$ cat src/hdl/lsl_pkg.sv
// Shared types, constants and lookup functions of the Pascal subset lexer.
package lsl_pkg;

    localparam int POS_W = 16;
    localparam int MAX_WORD_LEN = 9;
    localparam int WIDX_W = $clog2(MAX_WORD_LEN);
    localparam int NAMED_WORDS = 16;
    localparam int Q_DEPTH = 4;
    localparam int Q_AW = $clog2(Q_DEPTH);

    localparam logic [3:0] MODE_IDLE       = 4'd0;
    localparam logic [3:0] MODE_HELD       = 4'd1;
    localparam logic [3:0] MODE_IDENT      = 4'd2;
    localparam logic [3:0] MODE_NUMBER     = 4'd3;
    localparam logic [3:0] MODE_STRING     = 4'd4;
    localparam logic [3:0] MODE_BRACE      = 4'd5;
    localparam logic [3:0] MODE_PSTAR      = 4'd6;
    localparam logic [3:0] MODE_PSTAR_STAR = 4'd7;

    localparam logic [3:0] K_KEYWORD = 4'd0;
    localparam logic [3:0] K_TYPE    = 4'd1;
    localparam logic [3:0] K_BOOL    = 4'd2;
    localparam logic [3:0] K_OPER    = 4'd3;
    localparam logic [3:0] K_DELIM   = 4'd4;
    localparam logic [3:0] K_IDENT   = 4'd5;
    localparam logic [3:0] K_NUMBER  = 4'd6;
    localparam logic [3:0] K_STRING  = 4'd7;
    localparam logic [3:0] K_UNKNOWN = 4'd8;
    localparam logic [3:0] K_EOF     = 4'd9;

    localparam logic [5:0] IX_NONE   = 6'd0;
    localparam logic [5:0] IX_ASSIGN = 6'd17;
    localparam logic [5:0] IX_EQ     = 6'd18;
    localparam logic [5:0] IX_NE     = 6'd19;
    localparam logic [5:0] IX_LT     = 6'd20;
    localparam logic [5:0] IX_LE     = 6'd21;
    localparam logic [5:0] IX_GT     = 6'd22;
    localparam logic [5:0] IX_GE     = 6'd23;
    localparam logic [5:0] IX_PLUS   = 6'd24;
    localparam logic [5:0] IX_MINUS  = 6'd25;
    localparam logic [5:0] IX_STAR   = 6'd26;
    localparam logic [5:0] IX_SLASH  = 6'd27;
    localparam logic [5:0] IX_RANGE  = 6'd28;
    localparam logic [5:0] IX_SEMI   = 6'd29;
    localparam logic [5:0] IX_COMMA  = 6'd30;
    localparam logic [5:0] IX_COLON  = 6'd31;
    localparam logic [5:0] IX_DOT    = 6'd32;
    localparam logic [5:0] IX_QUOTE  = 6'd33;
    localparam logic [5:0] IX_LPAREN = 6'd34;
    localparam logic [5:0] IX_RPAREN = 6'd35;
    localparam logic [5:0] IX_LAST_KW   = 6'd11;
    localparam logic [5:0] IX_LAST_TYPE = 6'd14;
    localparam logic [5:0] IX_LAST_BOOL = 6'd16;
    localparam logic [5:0] IX_LAST_OPER = 6'd28;

    localparam logic [7:0] CH_NL     = 8'd10;
    localparam logic [7:0] CH_TAB    = 8'd9;
    localparam logic [7:0] CH_CR     = 8'd13;
    localparam logic [7:0] CH_SPACE  = 8'd32;
    localparam logic [7:0] CH_QUOTE  = 8'd39;
    localparam logic [7:0] CH_LPAREN = 8'd40;
    localparam logic [7:0] CH_RPAREN = 8'd41;
    localparam logic [7:0] CH_STAR   = 8'd42;
    localparam logic [7:0] CH_PLUS   = 8'd43;
    localparam logic [7:0] CH_COMMA  = 8'd44;
    localparam logic [7:0] CH_MINUS  = 8'd45;
    localparam logic [7:0] CH_DOT    = 8'd46;
    localparam logic [7:0] CH_SLASH  = 8'd47;
    localparam logic [7:0] CH_0      = 8'd48;
    localparam logic [7:0] CH_9      = 8'd57;
    localparam logic [7:0] CH_COLON  = 8'd58;
    localparam logic [7:0] CH_SEMI   = 8'd59;
    localparam logic [7:0] CH_LT     = 8'd60;
    localparam logic [7:0] CH_EQ     = 8'd61;
    localparam logic [7:0] CH_GT     = 8'd62;
    localparam logic [7:0] CH_UC_A   = 8'd65;
    localparam logic [7:0] CH_UC_Z   = 8'd90;
    localparam logic [7:0] CH_UNDER  = 8'd95;
    localparam logic [7:0] CH_LC_A   = 8'd97;
    localparam logic [7:0] CH_LC_Z   = 8'd122;
    localparam logic [7:0] CH_LBRACE = 8'd123;
    localparam logic [7:0] CH_RBRACE = 8'd125;

    localparam logic [POS_W-1:0] POS_MAX = {POS_W{1'b1}};
    localparam logic [POS_W-1:0] POS_ONE = POS_W'(1);

    localparam logic [8*MAX_WORD_LEN-1:0] KW_TEXT [NAMED_WORDS] = '{
        "program", "begin", "end", "var", "procedure", "function", "if", "then",
        "else", "while", "do", "integer", "string", "boolean", "true", "false"
    };
    localparam int KW_LEN [NAMED_WORDS] = '{7, 5, 3, 3, 9, 8, 2, 4, 4, 5, 2, 7, 6, 7, 4, 5};

    typedef logic [MAX_WORD_LEN-1:0][7:0] t_wbuf;

    typedef struct packed {
        logic [3:0]       kind;
        logic [5:0]       idx;
        logic [POS_W-1:0] line;
        logic [POS_W-1:0] col;
        logic [POS_W-1:0] len;
    } t_res;

    // One queue entry: the results of one input beat, one or two of them.
    typedef struct packed {
        logic two;
        t_res r0;
        t_res r1;
    } t_entry;

    function automatic logic [POS_W-1:0] sat_inc(input logic [POS_W-1:0] v);
        return (v == POS_MAX) ? v : v + POS_ONE;
    endfunction

    function automatic logic is_digit(input logic [7:0] c);
        return c >= CH_0 && c <= CH_9;
    endfunction

    function automatic logic is_alpha(input logic [7:0] c);
        return (c >= CH_LC_A && c <= CH_LC_Z) || (c >= CH_UC_A && c <= CH_UC_Z);
    endfunction

    function automatic logic is_space(input logic [7:0] c);
        return c == CH_SPACE || (c >= CH_TAB && c <= CH_CR);
    endfunction

    function automatic logic [3:0] kind_of(input logic [5:0] ix);
        logic [3:0] k;
        if (ix <= IX_LAST_KW) k = K_KEYWORD;
        else if (ix <= IX_LAST_TYPE) k = K_TYPE;
        else if (ix <= IX_LAST_BOOL) k = K_BOOL;
        else if (ix <= IX_LAST_OPER) k = K_OPER;
        else k = K_DELIM;
        return k;
    endfunction

    // Characters that form a symbol alone and are never held.
    function automatic logic [5:0] single_sym(input logic [7:0] c);
        logic [5:0] ix;
        case (c)
            CH_EQ:     ix = IX_EQ;
            CH_PLUS:   ix = IX_PLUS;
            CH_MINUS:  ix = IX_MINUS;
            CH_STAR:   ix = IX_STAR;
            CH_SLASH:  ix = IX_SLASH;
            CH_SEMI:   ix = IX_SEMI;
            CH_COMMA:  ix = IX_COMMA;
            CH_RPAREN: ix = IX_RPAREN;
            default:   ix = IX_NONE;
        endcase
        return ix;
    endfunction

    function automatic logic [5:0] held_sym(input logic [7:0] c);
        logic [5:0] ix;
        case (c)
            CH_COLON:  ix = IX_COLON;
            CH_LT:     ix = IX_LT;
            CH_GT:     ix = IX_GT;
            CH_DOT:    ix = IX_DOT;
            default:   ix = IX_LPAREN;
        endcase
        return ix;
    endfunction

    function automatic logic [5:0] pair_sym(input logic [7:0] a, input logic [7:0] b);
        logic [5:0] ix;
        ix = IX_NONE;
        if (a == CH_COLON && b == CH_EQ) ix = IX_ASSIGN;
        else if (a == CH_LT && b == CH_GT) ix = IX_NE;
        else if (a == CH_LT && b == CH_EQ) ix = IX_LE;
        else if (a == CH_GT && b == CH_EQ) ix = IX_GE;
        else if (a == CH_DOT && b == CH_DOT) ix = IX_RANGE;
        return ix;
    endfunction

    // Whole-word compare against every reserved word in parallel.
    function automatic logic [5:0] kw_lookup(input t_wbuf wb, input logic [POS_W-1:0] len);
        logic [5:0] ix;
        logic       hit;
        ix = IX_NONE;
        for (int i = NAMED_WORDS - 1; i >= 0; i--) begin
            hit = (len == POS_W'(KW_LEN[i]));
            for (int j = 0; j < MAX_WORD_LEN; j++) begin
                if (j < KW_LEN[i]) begin
                    if (wb[j] != KW_TEXT[i][8*(KW_LEN[i]-1-j) +: 8]) hit = 1'b0;
                end
            end
            if (hit) ix = 6'(i + 1);
        end
        return ix;
    endfunction

endpackage

$ cat src/hdl/lsl_front.sv
// Scanner: tracks mode and position, classifies each character into result entries.
module lsl_front import lsl_pkg::*; (
    input  logic       i_clk,
    input  logic       i_rst_n,
    input  logic       i_accept,
    input  logic       i_action,
    input  logic [7:0] i_ch,
    output logic       o_push,
    output t_entry     o_entry
);

    logic [3:0]       r_mode, n_mode;
    logic [7:0]       r_held, n_held;
    logic [POS_W-1:0] r_line, n_line, r_col, n_col;
    logic [POS_W-1:0] r_tline, n_tline, r_tcol, n_tcol, r_tlen, n_tlen;
    t_wbuf            r_buf, n_buf;

    logic       f_vld, s_vld;
    t_res       f_res, s_res;
    logic [5:0] kw_ix, pair_ix;
    logic       st_take;

    assign kw_ix   = kw_lookup(r_buf, r_tlen);
    assign pair_ix = pair_sym(r_held, i_ch);

    always_comb begin
        n_mode  = r_mode;
        n_held  = r_held;
        n_line  = r_line;
        n_col   = r_col;
        n_tline = r_tline;
        n_tcol  = r_tcol;
        n_tlen  = r_tlen;
        n_buf   = r_buf;
        f_vld   = 1'b0;
        s_vld   = 1'b0;
        f_res   = '{kind: K_IDENT, idx: IX_NONE, line: r_tline, col: r_tcol, len: r_tlen};
        s_res   = '{kind: K_UNKNOWN, idx: IX_NONE, line: r_line, col: r_col, len: POS_ONE};
        st_take = 1'b0;

        if (i_action) begin
            unique case (r_mode)
                MODE_HELD: begin
                    f_vld = 1'b1;
                    f_res.idx  = held_sym(r_held);
                    f_res.kind = kind_of(f_res.idx);
                    f_res.len  = POS_ONE;
                end
                MODE_IDENT: begin
                    f_vld = 1'b1;
                    if (kw_ix != IX_NONE) begin
                        f_res.idx  = kw_ix;
                        f_res.kind = kind_of(kw_ix);
                    end
                end
                MODE_NUMBER: begin
                    f_vld = 1'b1;
                    f_res.kind = K_NUMBER;
                end
                MODE_STRING: begin
                    f_vld = 1'b1;
                    f_res.kind = K_STRING;
                end
                default: ;
            endcase
            s_vld = 1'b1;
            s_res = '{kind: K_EOF, idx: IX_NONE, line: r_line, col: r_col, len: '0};
            n_mode = MODE_IDLE;
            n_held = '0;
        end else begin
            unique case (r_mode)
                MODE_HELD: begin
                    if (r_held == CH_LPAREN && i_ch == CH_STAR) begin
                        n_mode = MODE_PSTAR;
                    end else if (pair_ix != IX_NONE) begin
                        f_vld = 1'b1;
                        f_res.idx  = pair_ix;
                        f_res.kind = kind_of(pair_ix);
                        f_res.len  = POS_W'(2);
                        n_mode = MODE_IDLE;
                    end else begin
                        f_vld = 1'b1;
                        f_res.idx  = held_sym(r_held);
                        f_res.kind = kind_of(f_res.idx);
                        f_res.len  = POS_ONE;
                        st_take = 1'b1;
                    end
                end
                MODE_IDENT: begin
                    if (is_alpha(i_ch) || is_digit(i_ch) || i_ch == CH_UNDER) begin
                        if (r_tlen < POS_W'(MAX_WORD_LEN)) n_buf[r_tlen[WIDX_W-1:0]] = i_ch;
                        n_tlen = sat_inc(r_tlen);
                    end else begin
                        f_vld = 1'b1;
                        if (kw_ix != IX_NONE) begin
                            f_res.idx  = kw_ix;
                            f_res.kind = kind_of(kw_ix);
                        end
                        st_take = 1'b1;
                    end
                end
                MODE_NUMBER: begin
                    if (is_digit(i_ch)) begin
                        n_tlen = sat_inc(r_tlen);
                    end else begin
                        f_vld = 1'b1;
                        f_res.kind = K_NUMBER;
                        st_take = 1'b1;
                    end
                end
                MODE_STRING: begin
                    if (i_ch == CH_QUOTE) begin
                        f_vld = 1'b1;
                        f_res.kind = K_STRING;
                        n_mode = MODE_IDLE;
                    end else begin
                        n_tlen = sat_inc(r_tlen);
                    end
                end
                MODE_BRACE: if (i_ch == CH_RBRACE) n_mode = MODE_IDLE;
                MODE_PSTAR: if (i_ch == CH_STAR) n_mode = MODE_PSTAR_STAR;
                MODE_PSTAR_STAR: begin
                    if (i_ch == CH_RPAREN) n_mode = MODE_IDLE;
                    else if (i_ch != CH_STAR) n_mode = MODE_PSTAR;
                end
                default: st_take = 1'b1;
            endcase

            // open a new token at this character
            if (st_take) begin
                n_tline = r_line;
                n_tcol  = r_col;
                n_mode  = MODE_IDLE;
                if (is_space(i_ch)) begin
                    n_mode = MODE_IDLE;
                end else if (i_ch == CH_LBRACE) begin
                    n_mode = MODE_BRACE;
                end else if (i_ch == CH_QUOTE) begin
                    n_mode = MODE_STRING;
                    n_tlen = '0;
                end else if (is_digit(i_ch)) begin
                    n_mode = MODE_NUMBER;
                    n_tlen = POS_ONE;
                end else if (i_ch == CH_COLON || i_ch == CH_LT || i_ch == CH_GT ||
                             i_ch == CH_DOT || i_ch == CH_LPAREN) begin
                    n_mode = MODE_HELD;
                    n_held = i_ch;
                end else if (single_sym(i_ch) != IX_NONE) begin
                    s_vld = 1'b1;
                    s_res.idx  = single_sym(i_ch);
                    s_res.kind = kind_of(s_res.idx);
                end else if (is_alpha(i_ch) || i_ch == CH_UNDER) begin
                    n_mode   = MODE_IDENT;
                    n_buf[0] = i_ch;
                    n_tlen   = POS_ONE;
                end else begin
                    s_vld = 1'b1;
                end
            end

            if (i_ch == CH_NL) begin
                n_line = sat_inc(r_line);
                n_col  = POS_ONE;
            end else begin
                n_col = sat_inc(r_col);
            end
        end
    end

    assign o_push       = i_accept && (f_vld || s_vld);
    assign o_entry.two  = f_vld && s_vld;
    assign o_entry.r0   = f_vld ? f_res : s_res;
    assign o_entry.r1   = s_res;

    always_ff @(posedge i_clk) begin
        if (!i_rst_n) begin
            r_mode  <= MODE_IDLE;
            r_held  <= '0;
            r_line  <= POS_ONE;
            r_col   <= POS_ONE;
            r_tline <= POS_ONE;
            r_tcol  <= POS_ONE;
            r_tlen  <= '0;
            r_buf   <= '0;
        end else if (i_accept) begin
            r_mode  <= n_mode;
            r_held  <= n_held;
            r_line  <= n_line;
            r_col   <= n_col;
            r_tline <= n_tline;
            r_tcol  <= n_tcol;
            r_tlen  <= n_tlen;
            r_buf   <= n_buf;
        end
    end

endmodule

$ cat src/hdl/lsl_queue.sv
// Short queue of result entries between scanner and output stage.
module lsl_queue import lsl_pkg::*; (
    input  logic   i_clk,
    input  logic   i_rst_n,
    input  logic   i_push,
    input  t_entry i_entry,
    input  logic   i_pop,
    output logic   o_full,
    output logic   o_empty,
    output t_entry o_entry
);

    t_entry          r_mem [Q_DEPTH];
    logic [Q_AW-1:0] r_wp, r_rp;
    logic [Q_AW:0]   r_cnt;

    assign o_full  = (r_cnt == (Q_AW+1)'(Q_DEPTH));
    assign o_empty = (r_cnt == '0);
    assign o_entry = r_mem[r_rp];

    always_ff @(posedge i_clk) begin
        if (i_push) r_mem[r_wp] <= i_entry;
    end

    always_ff @(posedge i_clk) begin
        if (!i_rst_n) begin
            r_wp  <= '0;
            r_rp  <= '0;
            r_cnt <= '0;
        end else begin
            if (i_push) r_wp <= r_wp + Q_AW'(1);
            if (i_pop)  r_rp <= r_rp + Q_AW'(1);
            if (i_push && !i_pop) r_cnt <= r_cnt + (Q_AW+1)'(1);
            else if (i_pop && !i_push) r_cnt <= r_cnt - (Q_AW+1)'(1);
        end
    end

endmodule

$ cat src/hdl/lsl_back.sv
// Output stage: holds one entry and hands out its results one beat at a time.
module lsl_back import lsl_pkg::*; (
    input  logic   i_clk,
    input  logic   i_rst_n,
    input  logic   i_empty,
    input  t_entry i_entry,
    output logic   o_pop,
    input  logic   i_stall,
    output logic   o_valid,
    output t_res   o_res,
    output logic   o_last
);

    logic   r_full, r_sel;
    t_entry r_ent;
    logic   done;

    assign o_valid = r_full;
    assign o_res   = r_sel ? r_ent.r1 : r_ent.r0;
    assign o_last  = (r_sel == r_ent.two);
    assign done    = r_full && !i_stall && o_last;
    assign o_pop   = !i_empty && (!r_full || done);

    always_ff @(posedge i_clk) begin
        if (o_pop) r_ent <= i_entry;
    end

    always_ff @(posedge i_clk) begin
        if (!i_rst_n) begin
            r_full <= 1'b0;
            r_sel  <= 1'b0;
        end else if (o_pop) begin
            r_full <= 1'b1;
            r_sel  <= 1'b0;
        end else if (done) begin
            r_full <= 1'b0;
        end else if (r_full && !i_stall) begin
            r_sel <= 1'b1;
        end
    end

endmodule

$ cat src/hdl/pascal_subset_lexer_core.sv
// Pascal subset lexer: one source character per beat in, one token per beat out.
// Takes a character every cycle while the entry queue has room; each character
// or end mark yields zero, one or two tokens, and the output stage delivers one
// token per cycle while not stalled, so a beat that finishes two tokens occupies
// the output for both of them in turn. The four-entry queue between scanner and
// output stage absorbs such bursts and output stalls.
module pascal_subset_lexer_core import lsl_pkg::*; (
    input  logic        i_clk,
    input  logic        i_rst_n,
    input  logic        i_valid,
    output logic        o_stall,
    input  logic        i_action,
    input  logic [7:0]  i_ch,
    output logic        o_valid,
    input  logic        i_stall,
    output logic [3:0]  o_kind,
    output logic [5:0]  o_word_index,
    output logic [15:0] o_start_line,
    output logic [15:0] o_start_column,
    output logic [15:0] o_token_length,
    output logic        o_last_of_run
);

    logic   accept, push, pop, q_full, q_empty;
    t_entry f_entry, q_entry;
    t_res   res;

    assign o_stall = q_full;
    assign accept  = i_valid && !q_full;

    lsl_front u_front (
        .i_clk, .i_rst_n,
        .i_accept(accept), .i_action, .i_ch,
        .o_push(push), .o_entry(f_entry)
    );

    lsl_queue u_queue (
        .i_clk, .i_rst_n,
        .i_push(push), .i_entry(f_entry), .i_pop(pop),
        .o_full(q_full), .o_empty(q_empty), .o_entry(q_entry)
    );

    lsl_back u_back (
        .i_clk, .i_rst_n,
        .i_empty(q_empty), .i_entry(q_entry), .o_pop(pop),
        .i_stall, .o_valid, .o_res(res), .o_last(o_last_of_run)
    );

    assign o_kind         = res.kind;
    assign o_word_index   = res.idx;
    assign o_start_line   = res.line;
    assign o_start_column = res.col;
    assign o_token_length = res.len;

`ifndef SYNTHESIS
    a_no_push_full: assert property (@(posedge i_clk) disable iff (!i_rst_n)
        q_full |-> !push) else $error("push into full queue");
    a_no_pop_empty: assert property (@(posedge i_clk) disable iff (!i_rst_n)
        q_empty |-> !pop) else $error("pop from empty queue");
    a_eof_last: assert property (@(posedge i_clk) disable iff (!i_rst_n)
        (o_valid && o_kind == K_EOF) |-> o_last_of_run) else $error("eof not last");
`endif

endmodule

$ cat config.mk
export PLATFORM = sky130hd
export DESIGN_NAME = pascal_subset_lexer_core
export DESIGN_NICKNAME = d
export VERILOG_FILES = /design/src/hdl/lsl_pkg.sv /design/src/hdl/lsl_front.sv /design/src/hdl/lsl_queue.sv /design/src/hdl/lsl_back.sv /design/src/hdl/pascal_subset_lexer_core.sv
export SDC_FILE = /design/constraint.sdc
export NUM_CORES = 1
export LEC_CHECK = 0
export CORE_ASPECT_RATIO = 1.5
export CORE_MARGIN = 2
export CORE_UTILIZATION = 63
export DETAILED_ROUTE_END_ITERATION = 10
export DONT_BUFFER_PORTS = 1
export PLACE_DENSITY_LB_ADDON = 0.15
export SLEW_MARGIN = 15
export SYNTH_ARGS = -nofsm -noshare
export SYNTH_HDL_FRONTEND = slang
export SYNTH_SLANG_ARGS = --single-unit
$ cat constraint.sdc
create_clock -name i_clk -period 11.54 [get_ports i_clk]
set_input_delay 2.308 -clock i_clk [delete_from_list [all_inputs] [get_ports i_clk]]
set_output_delay 2.308 -clock i_clk [all_outputs]
set_load 0.01 [all_outputs]
=== Word level (Yosys, flattened, before mapping) ===
Memory sizes are Yosys's and may differ from the RTL's. A register that Yosys moved wholly into a read port is not among the register bits.
Cells that the tools add are included.

* Bitwise operators: 4
* $add $sub $neg: 7
* Equal/unequal tests: 111
* Multiplexer cells: 250
* Order comparisons: 31
* Reduce and logical (&&, ||, !) cells: 56

{| class="wikitable"
|+ Operator list
! cell !! count
|-
| $ne A8 B7 Y1 const B || 56
|-
| $mux W16 || 18
|-
| $eq A8 B6 Y1 const B || 20
|-
| $mux W8 || 19
|-
| $mux W6 || 25
|-
| $mux W10 || 13
|-
| $mux W4 || 30
|-
| $mux W58 || 2
|-
| $mux W1 || 103
|-
| $mux W5 || 17
|-
| $bwmux W72 || 1
|-
| $eq A16 B3 Y1 const B || 4
|-
| $add A16 B1 Y16 const B || 3
|-
| $eq A16 B16 Y1 const B || 3
|-
| $le A6 B4 Y1 const B || 8
|-
| $le A6 B5 Y1 const B || 8
|-
| $pmux W16 S3 || 1
|-
| $pmux W6 S8 || 1
|-
| $demux W8 S4 || 1
|-
| $eq A16 B2 Y1 const B || 2
|-
| $eq A16 B4 Y1 const B || 2
|-
| $pmux W4 S4 || 2
|-
| $eq A8 B7 Y1 const B || 3
|-
| $pmux W6 S2 || 2
|-
| other kinds (45) || 115
|}

* Memories: 1
* Flip-flop bits (word level): 189
* RAM bits: 408

{| class="wikitable"
|+ Memories
! memory !! depth !! bits a word !! rd ports !! clocked after memory_dff !! write ports !! RTL line !! text
|-
| u_queue.r_mem || 4 || 102 || 1 || 1 || 1 || lsl_queue.sv:13 || <nowiki>t_entry r_mem [Q_DEPTH];</nowiki>
|}

=== Depth between registers and ports, before layout ===
Gate-level depths: netlist of run 1.

* Word-level depth: 37
* Depth in mapped cells: 15

=== Hierarchy ===
A second synthesis of run 1 with hierarchy kept.

* Cell total of the unflattened synthesis: 2140
* Area total of the unflattened synthesis: 31415.1 µm²

{| class="wikitable"
|+ Modules (own cells, without submodules)
! module !! instances !! area each (µm²) !! cells each
|-
| lsl_queue || 1 || 17289.1 || 654
|-
| lsl_front || 1 || 9775.6 || 1292
|-
| lsl_back || 1 || 4336.7 || 193
|-
| pascal_subset_lexer_core || 1 || 13.8 || 1
|}

=== Least setup slack after synthesis of run 1 ===
OpenSTA, ideal clock, no wires.

* Kind: input -> register
* From: in i_stall
* To: reg u_queue.r_cnt[2]
* Path buffers: 0
* Arrival: 8921 ps
* Cell stages on the path: 10
* Path slack: 2549 ps
* Setup time: 70 ps
* Path through: inv_1 > nand2_1 > a21oi_1 > inv_1 > ha_1 > inv_1 > fa_1 > xor2_1 > or3_1 > a21oi_1

* Word-level cells in the longest chain between the ends: 8

{| class="wikitable"
|+ Ends and longest elaborated chain
! item !! RTL line !! text
|-
| start: declaration || pascal_subset_lexer_core.sv:15 || <nowiki>input logic i_stall,</nowiki>
|-
| $logic_not A1 Y1 (*) || lsl_back.sv:21 || <nowiki>assign done = r_full && !i_stall && o_last;</nowiki>
|-
| $logic_and A1 B1 Y1 (*) (2 in a row) || lsl_back.sv:21 ||
|-
| $logic_or A1 B1 Y1 (*) || lsl_back.sv:22 || <nowiki>assign o_pop = !i_empty && (!r_full || done);</nowiki>
|-
| $logic_and A1 B1 Y1 (*) || lsl_back.sv:22 ||
|-
| net pop || pascal_subset_lexer_core.sv:24 || <nowiki>logic accept, push, pop, q_full, q_empty;</nowiki>
|-
| $logic_not A1 Y1 || lsl_queue.sv:33 || <nowiki>if (i_push && !i_pop) r_cnt <= r_cnt + (Q_AW+1)'(1);</nowiki>
|-
| $logic_and A1 B1 Y1 || lsl_queue.sv:33 ||
|-
| $mux W3 or $reduce_bool A2 Y1 (tied branches) || - ||
|-
| end signal: assignment || lsl_queue.sv:33 ||
|-
| end signal: assignment || lsl_queue.sv:34 || <nowiki>else if (i_pop && !i_push) r_cnt <= r_cnt - (Q_AW+1)'(1);</nowiki>
|-
| end: declaration || lsl_queue.sv:15 || <nowiki>logic [Q_AW:0] r_cnt;</nowiki>
|}

Mark *: on every way through the listed nets, which the timed path passes. The rest lies on a longest branch.
A chain may end at the register's enable or synchronous reset.

=== Final worst setup path of run 1 ===
* From: in i_ch[2]
* To: mem u_queue.r_mem[1][52] in the netlist's numbering (enable)

* Word-level cells in the longest chain between the ends: 22

{| class="wikitable"
|+ Ends and longest elaborated chain
! item !! RTL line !! text
|-
| start: declaration || pascal_subset_lexer_core.sv:13 || <nowiki>input logic [7:0] i_ch,</nowiki>
|-
| $eq A8 B6 Y1, on equally long branches || - ||
|-
| $pmux W6 S8 || lsl_pkg.sv:139 || <nowiki>case (c)</nowiki>
|-
| $mux W6 || lsl_front.sv:144 || <nowiki>end else if (i_ch == CH_COLON || i_ch == CH_LT || i_ch == CH_GT ||</nowiki>
|-
| $mux W6 || lsl_front.sv:141 || <nowiki>end else if (is_digit(i_ch)) begin</nowiki>
|-
| $mux W6 || lsl_front.sv:138 || <nowiki>end else if (i_ch == CH_QUOTE) begin</nowiki>
|-
| $mux W6 || lsl_front.sv:136 || <nowiki>end else if (i_ch == CH_LBRACE) begin</nowiki>
|-
| $mux W6 || lsl_front.sv:134 || <nowiki>if (is_space(i_ch)) begin</nowiki>
|-
| $mux W6 || lsl_front.sv:130 || <nowiki>if (st_take) begin</nowiki>
|-
| [... 7 more ...] || - ||
|-
| $mux W1 || lsl_front.sv:134 ||
|-
| $mux W1 || lsl_front.sv:130 ||
|-
| $mux W1 || lsl_front.sv:41 || <nowiki>if (i_action) begin</nowiki>
|-
| $logic_or A1 B1 Y1 (*) || lsl_front.sv:170 || <nowiki>assign o_push = i_accept && (f_vld || s_vld);</nowiki>
|-
| $logic_and A1 B1 Y1 (*) || lsl_front.sv:170 ||
|-
| net push || pascal_subset_lexer_core.sv:24 ||
|-
| $mux W1 (*) || lsl_queue.sv:22 || <nowiki>if (i_push) r_mem[r_wp] <= i_entry;</nowiki>
|-
| $mux W1 (implied by the code) (*) || lsl_queue.sv:22 ||
|-
| end: declaration || lsl_queue.sv:13 ||
|}

Mark *: on every way through the listed nets, which the timed path passes. The rest lies on a longest branch. The select of a mux whose other input is x is not followed.

==> metrics.md, run 1 <==
| Metric | Value |
|---|---|
| Status | `finished, final reports clean` |
| Cts hold-fix bufs | `0` |
| Met2 Track Usage GR | `0.520` |
| Slew headroom | `0.168` |
| Pwr/cell area | `205 nW/µm²` |
| DP Area | `29200 µm²` |
| Clock latency on the worst-skew pair | `0.60 ns` |
| Worst Path Class, Setup | `input pin to flip-flop` |
| Max IR drop VDD | `145 µV` |
| Max Slew Vio Count | `0` |
| Syn Inst Count | `2075` |
| GRT Total Usage | `0.290` |
| Slowest cell on the critical path | `and2_4` |
| Top cells by area, synth | `edfxtp_1 (53%), dfxtp_1 (12%), mux4_2 (8.0%), nand2_1 (3.2%), mux2_2 (3.0%)` |
| Tightest Pin Transition | `1.23 ns` |
| Yosys warns | `0` |
| EDFF count, synth | `510` |
| Clk_skew | `0.0119 ns` |
| Met1 Usage GRT | `0.345` |
| Min Tclk post-route | `5.75 ns` |
| Async SR Flop Fraction | `0` |
| Largest family of logic cells by synthesized area | `simple AND/OR/NAND/NOR gates` |
| CTS Sinks | `682` |
| Synth area leader | `edfxtp_1` |
| Met3 Usage GRT | `0.0306` |
| Maxcap violations | `0` |
| Drt via density | `6.50` |
| PortBufs | `0` |
| Pre-Repair DR Iteration Count | `5` |
| Setup TNS | `0 ns` |
| Total number of vias | `17400` |
| Nets | `2071` |
| Placeable Area | `44800 µm²` |
| Period utilisation layout | `0.498` |
| Post-CTS Resized | `0` |
| Iteration-0 DRC Markers | `1502` |
| Horiz. Die Dim | `178 µm` |
| Tot Pwr | `6.39 mW` |
| CP Data Arrival Time | `5.98 ns` |
| WP data required | `11.76 ns` |
| Synth top area share | `0.534` |
| Final setup vio count | `0` |
| Critical path endpoint category | `flip-flop` |
| Top_reg_cell synth | `edfxtp_1` |
| Adder-Cell Fraction of Synth Area | `0.00594` |
| TritonCTS Buffers | `56` |
| Final worst slack | `5.79 ns` |
| ANT cells | `0` |
| Vias in the first global route | `17600` |
| Final antenna-violating net count | `0` |
| Wire length per cell | `25.3 µm` |
| CTS root buf | `clkbuf_16` |
| Gp weighted congestion | `0.929` |
| Post-Syn Nets | `2101` |
| Setup Fix Bufs, Post-CTS | `0` |
| Post-synthesis simple-gate area fraction | `0.141` |
| Detailed Place HPWL | `44200 µm` |
| Largest net degree at the start of global routing | `70` |
| XOR/XNOR share of the synthesized area | `0.0104` |
| Post-synthesis sequential area ratio | `0.654` |
| CP max stage delay | `0.77 ns` |
| Initial Utilization | `0.640` |
| Finished Core Util | `0.696` |
| Layout cell share with drive strength beyond 1 | `0.162` |
| Synth Register Bits | `682` |
| I/O pin count | `74` |
| Finished Cell Area | `31200 µm²` |
| GRT busiest layer | `met2` |
| Global route overflow | `0` |
| Dpl ws | `5.21 ns` |
| RSZ-0062 raised after global routing | `false` |
| DR DRC count | `0` |
| Non-filler cells, final | `2675` |
| Most common cell in the netlist | `edfxtp_1` |
| Row count | `95` |
| LEAKAGE | `9.89 nW` |
| CTS Buffer Depth | `3` |
| Die Footprint | `47300 µm²` |
| Clock transition at the registers of the reported paths | `0.07 ns` |
| H-tree levels | `2` |
| Global-route wire length before repair | `103000 µm` |
| Final Hold Viols | `0` |
| Hold Path Class | `flip-flop to flip-flop` |
| CTS tree | `done` |
| Compound-Gate Fraction of Synth Area | `0.0531` |
| Area grow syn2layout | `8.86%` |
| Synth cell types | `85` |
| Avg Cell Area, Syn | `13.8 µm²` |
| Startpoint types | `input pin` |
| Worst-path cell chain | `and4b_1 -> or3_1 -> a31oi_1 -> o21a_1 -> o21ai_0 -> o22ai_1 -> and2_4 -> buf_4` |
| Cell Area, Synth | `28700 µm²` |
| Fmax | `174 MHz` |
| Initial antenna violation count | `0` |
| Final wirelength | `67800 µm` |
| Mux share of post-synthesis cell area | `0.116` |
| Placed insts | `2569` |
| Top cells by count, synth | `edfxtp_1 (510), nand2_1 (244), dfxtp_1 (172)` |
| CP Max Fanout | `54` |
| Die height | `265 µm` |
| Min Hold Slack | `0.434 ns` |
state kept, by name, indices dropped and copies added, names as in the netlist:
register         cells
u_front.r_tcol      16
u_front.r_tlen      16
u_front.r_buf       72
u_queue.r_wp         2
u_front.r_col       16
u_queue.r_rp         2
u_queue.r_cnt        3
u_front.r_line      16
u_queue.r_mem      408
u_back.o_valid       1
u_front.r_tline     16
u_front.r_mode       3
u_back.r_sel         1
u_back.r_ent       102
u_front.r_held       8
area by class of cell:
type,instances,area [µm²]
sequential,682,18800
tap,582,728
clock buffer,77,1640
timing repair buffer,26,195
clock inverter,29,370
inverter,26,100
fill,2921,13600
multi-input combinational,1253,9400
path summary, 6_finish.rpt:
check                                        from                    to  slack (ns)  cells after the start
worst max-delay path                      i_ch[2]  u_queue.r_mem[1][52]        5.79                      8
worst min register to register   u_front.r_buf[7]      u_front.r_buf[7]        0.43                      2
worst min-delay path             u_front.r_buf[7]      u_front.r_buf[7]        0.43                      2
worst max register to register  u_front.r_mode[0]  u_queue.r_mem[1][52]        6.43                      8
critical path: cells and delay by family:
family	cells	cell delay, ns
compound gates	4	1.43
simple gates	3	1.33
buf+inv	1	0.75
per-layer routing:
metal / share of wire / vias to the layer above
met5: 0 / -
met4: 0.057 / 0
met3: 0.047 / 186
met2: 0.53 / 632
met1: 0.37 / 8703
li1: - / 7871
kinds of logic (layout without fill, tap and decap cells):
logic type                 Yosys count  after routing
muxes                              195            195
DFF                                682            682
buffers and inverters              140            158
and+or+nand+nor                    761            761
xor gates and xnor gates            34             34
AOI/OAI and AO/OA                  250            250
adders and majority gates           13             13
cell usage in the layout, fill, tap and decap left out, types with 7 or more instances in the layout:
master / synthesis / layout
a21oi_1: 130 / 128
a31oi_1: 11 / 11
and2_1: 24 / 20
and3_1: 34 / 34
and4_1: 11 / 11
buf_4: 0 / 26
bufinv_16: 0 / 7
clkbuf_1: 84 / 7
clkbuf_16: 0 / 58
clkbuf_8: 0 / 12
clkinv_2: 0 / 14
dfxtp_1: 172 / 169
edfxtp_1: 510 / 510
ha_1: 12 / 12
inv_1: 25 / 25
mux2_2: 76 / 76
mux2i_1: 17 / 17
mux4_2: 102 / 102
nand2_1: 244 / 244
nand2b_1: 16 / 16
nand3_1: 56 / 56
nand3b_1: 14 / 14
nand4_1: 41 / 41
nand4b_1: 11 / 11
nand4bb_1: 9 / 9
nor2_1: 110 / 109
nor2b_1: 34 / 34
nor3_1: 37 / 37
nor3b_1: 14 / 14
nor4_1: 26 / 25
nor4b_1: 7 / 7
nor4bb_1: 8 / 8
o211ai_1: 7 / 7
o21ai_0: 31 / 31
o22ai_1: 10 / 10
or2_2: 7 / 7
or3_1: 22 / 22
or4_1: 15 / 15
xnor2_1: 17 / 17
xor2_1: 17 / 17
power breakdown:
part | leakage (nW) | internal [mW] | total (mW) | switching, mW
registers | 6.12 | 3.15 | 3.32 | 0.162
clock network | 0.988 | 1.16 | 2.01 | 0.847
logic | 2.79 | 0.432 | 1.07 | 0.633
total | 9.89 | 4.74 | 6.39 | 1.64
Note: power is estimated with default switching activity, not from simulation.
==> inputs of run 2 (changes only) <==
ABC_AREA = 1   (was not set)
CORE_UTILIZATION = 57   (was 63)
clock period = 4.8 ns   (was 11.54 ns; I/O delays follow)
==> run 2 against run 1 <==
Against the previous run:
- largest cell class unchanged
- sequential power increased to 2.5 times the previous value
- setup slack got worse by 4.9 ns
- global-route usage increased by 3.2 points
- critical path depth increased by 3
- clock power increased by 150%
- sequential share of layout area decreased by 1.8 points
- sequential cell count unchanged
- cell count increased by 37%
- final area increased by 3.1%
- wire length increased by 28%
- via count increased by 26%
==> metrics.md, run 2 <==
| Metric | Value |
|---|---|
| FF-to-FF setup slack | `0.86 ns` |
| CTS tree | `done` |
| Global-route wire length before repair | `128000 µm` |
| Tightest Pin Transition | `0.974 ns` |
| CP Data Arrival Time | `4.25 ns` |
| Die height | `282 µm` |
| Clock transition at the registers of the reported paths | `0.07 ns` |
| Top_reg_cell synth | `edfxtp_1` |
| Global route overflow | `0` |
| Pre-Repair DR Iteration Count | `5` |
| Min Hold Slack | `0.442 ns` |
| PortBufs | `0` |
| Top Registers | `u_queue.r_mem: 408 flops, u_back.r_ent: 102 flops, u_front.r_buf: 72 flops` |
| Synth top area share | `0.520` |
| DP Area | `30100 µm²` |
| CTS Buffer Depth | `3` |
| Placeable Area | `51300 µm²` |
| Detailed Place HPWL | `58800 µm` |
| Horiz. Die Dim | `190 µm` |
| Cell Area, Synth | `29500 µm²` |
| GRT Total Usage | `0.323` |
| TritonCTS Buffers | `58` |
| Maxcap violations | `0` |
| Top reg by flops | `u_queue.r_mem` |
| Max IR drop VDD | `711 µV` |
| Initial antenna violation count | `1` |
| LEAKAGE | `11.4 nW` |
| Clk_skew | `0.0217 ns` |
| Commonest non-fill, non-tap cell in the layout | `edfxtp_1` |
| RSZ-0062 raised after global routing | `false` |
| Final wirelength | `86900 µm` |
| Final antenna-violating net count | `0` |
| Top cells by count, synth | `edfxtp_1 (510), nor2_1 (474), nand2_1 (450)` |
| Cts hold-fix bufs | `0` |
| DR DRC count | `0` |
| Syn Inst Count | `2984` |
| Layout cell share with drive strength beyond 1 | `0.0723` |
| Worst Hold End | `u_front.r_held[7]` |
| Yosys warns | `0` |
| Post-CTS Resized | `0` |
| Hold Startpoint | `u_front.r_held[7]` |
| Most common cell in the netlist | `edfxtp_1` |
| R2r endpoint | `u_queue.r_mem[2][98]` |
| Vias in the first global route | `21500` |
| Largest net degree at the start of global routing | `90` |
| Max Slew Vio Count | `0` |
| R2r startpoint | `u_front.r_buf[21]` |
| Critical path endpoint category | `flip-flop` |
| EDFF count, synth | `510` |
| Drt via density | `5.99` |
| Synth area leader | `edfxtp_1` |
| Final Hold Viols | `0` |
| Avg Cell Area, Syn | `9.87 µm²` |
| Period utilisation layout | `0.820` |
| Crit path launch | `u_front.r_buf[21]` |
| Startpoint types | `flip-flop` |
| Synth cell types | `57` |
| Reg2Reg Depth | `11` |
| Post-synthesis sequential area ratio | `0.637` |
| Min Tclk post-route | `3.94 ns` |
| Fmax | `254 MHz` |
| Area grow syn2layout | `9.15%` |
| CTS Sinks | `682` |
| Wire length per cell | `23.7 µm` |
| Max FFs per register | `408` |
| Nets | `2965` |
| Final setup vio count | `0` |
| Hold Path Class | `flip-flop to flip-flop` |
| Pwr/cell area | `562 nW/µm²` |
| Hold Path Stages | `2` |
| ANT cells | `0` |
| Worst Path Class, Setup | `flip-flop to flip-flop` |
| Clock latency on the worst-skew pair | `0.62 ns` |
| Iteration-0 DRC Markers | `1932` |
| Row count | `102` |
| I/O pin count | `74` |
| Die Footprint | `53600 µm²` |
| Post-Syn Nets | `3010` |
| CTS root buf | `clkbuf_16` |
| WP data required | `5.11 ns` |
| Async SR Flop Fraction | `0` |
| Setup Fix Bufs, Post-CTS | `0` |
| Synth Register Bits | `682` |
| Slew headroom | `0.348` |
| Total number of vias | `22000` |
| H-tree levels | `2` |
| Most frequent cells in the layout | `edfxtp_1 (510), nor2_1 (470), nand2_1 (450)` |
| Initial Utilization | `0.574` |
| Finished Cell Area | `32200 µm²` |
| CP Max Fanout | `7` |
| Gp weighted congestion | `1.07` |
| Top cells by area, synth | `edfxtp_1 (52%), dfxtp_1 (12%), nor2_1 (6.0%), o21ai_0 (5.8%), nand2_1 (5.7%)` |
| Status | `finished, final reports clean` |
==> run 2: cell count changes after synthesis, moves of 34 or more <==
| cell | previous run | this run |
|---|---|---|
| nor2_1 | 110 | 474 |
| nor3_1 | 37 | 76 |
| and3_1 | 34 | 0 |
| nor2b_1 | 34 | 0 |
| nand3_1 | 56 | 113 |
| o22ai_1 | 10 | 108 |
| inv_1 | 25 | 241 |
| mux4_2 | 102 | 0 |
| a211oi_1 | 4 | 40 |
| mux2_2 | 76 | 0 |
| o21ai_0 | 31 | 344 |
| nand2_1 | 244 | 450 |
==> run 2: worst max path at each step <==
| stage | slack (ns) | cells after the start | endpoint |
|---|---|---|---|
| 2_1_floorplan | -0.74 | 15 | u_queue.r_mem[0][0] |
| 3_3_place_gp | 0.71 | 20 | u_queue.r_cnt[2] |
| 3_5_place_dp | 0.78 | 18 | u_queue.r_cnt[1] |
| 4_1_cts | 1.06 | 15 | u_queue.r_mem[1][97] |
| 5_1_grt | 0.81 | 11 | u_queue.r_mem[0][98] |
| 6_report | 0.86 | 11 | u_queue.r_mem[2][98] |
==> run 2: area by class of cell <==
class	count	area (µm²)
fillers	4204	19100
flip-flops and latches	682	18800
multi-input cells	1897	9130
clock buffers	68	1490
inverters	261	1000
well taps	676	846
clock inverters	41	552
repair buffers	39	380
==> run 2: kinds of logic (layout without fill, tap and decap cells) <==
logic type,count (synthesis),in the layout,synth area share
compound gates,650,650,0.122
xor+xnor,4,4,0.00119
fa+ha+maj,13,13,0.00578
buf+inv,405,409,0.0545
flops,682,682,0.637
simple gates,1230,1230,0.179
==> run 2: per-layer routing <==
layer	up-vias	track usage	wire, µm
met5	-	0	0
met4	0	0.245	7420
met3	234	0.0444	4600
met2	789	0.599	46400
met1	10700	0.326	28500
li1	10300	-	-
==> run 2: metrics by stage <==
| stage | instances | TNS, ns | power, mW | util | worst slack [ns] |
|---|---|---|---|---|---|
| after CTS | 3664 | 0 | 18.2 | 0.627 | 1.06 |
| after global placement | 3555 | 0 | 13.0 | 0.587 | 0.715 |
| final | 3664 | 0 | 18.1 | 0.627 | 0.862 |
| after global routing | 3664 | 0 | 18.9 | 0.627 | 0.812 |
| after floorplan | 2984 | -303.69 | 11.6 | - | -0.744 |
| after detailed placement | 3555 | 0 | 13.2 | 0.587 | 0.784 |
==> run 2: worst max-delay path: stages, from the launching register on <==
cell      delay (ns)
dfxtp_1         0.35
inv_1           0.06
nor2_1          0.12
nand2_1         0.37
nor2_1          0.74
inv_1           0.13
nor4_1          0.29
nand3_1         0.23
nand3_1         0.37
nand2_1         0.15
a21oi_1         0.52
o211ai_1        0.28
==> run 2: report_power, final <==
group | internal [mW] | switching, mW
Clock | 2.84 | 2.15
Combinational | 1.10 | 3.55
Sequential | 7.96 | 0.466
Total | 11.9 | 6.16
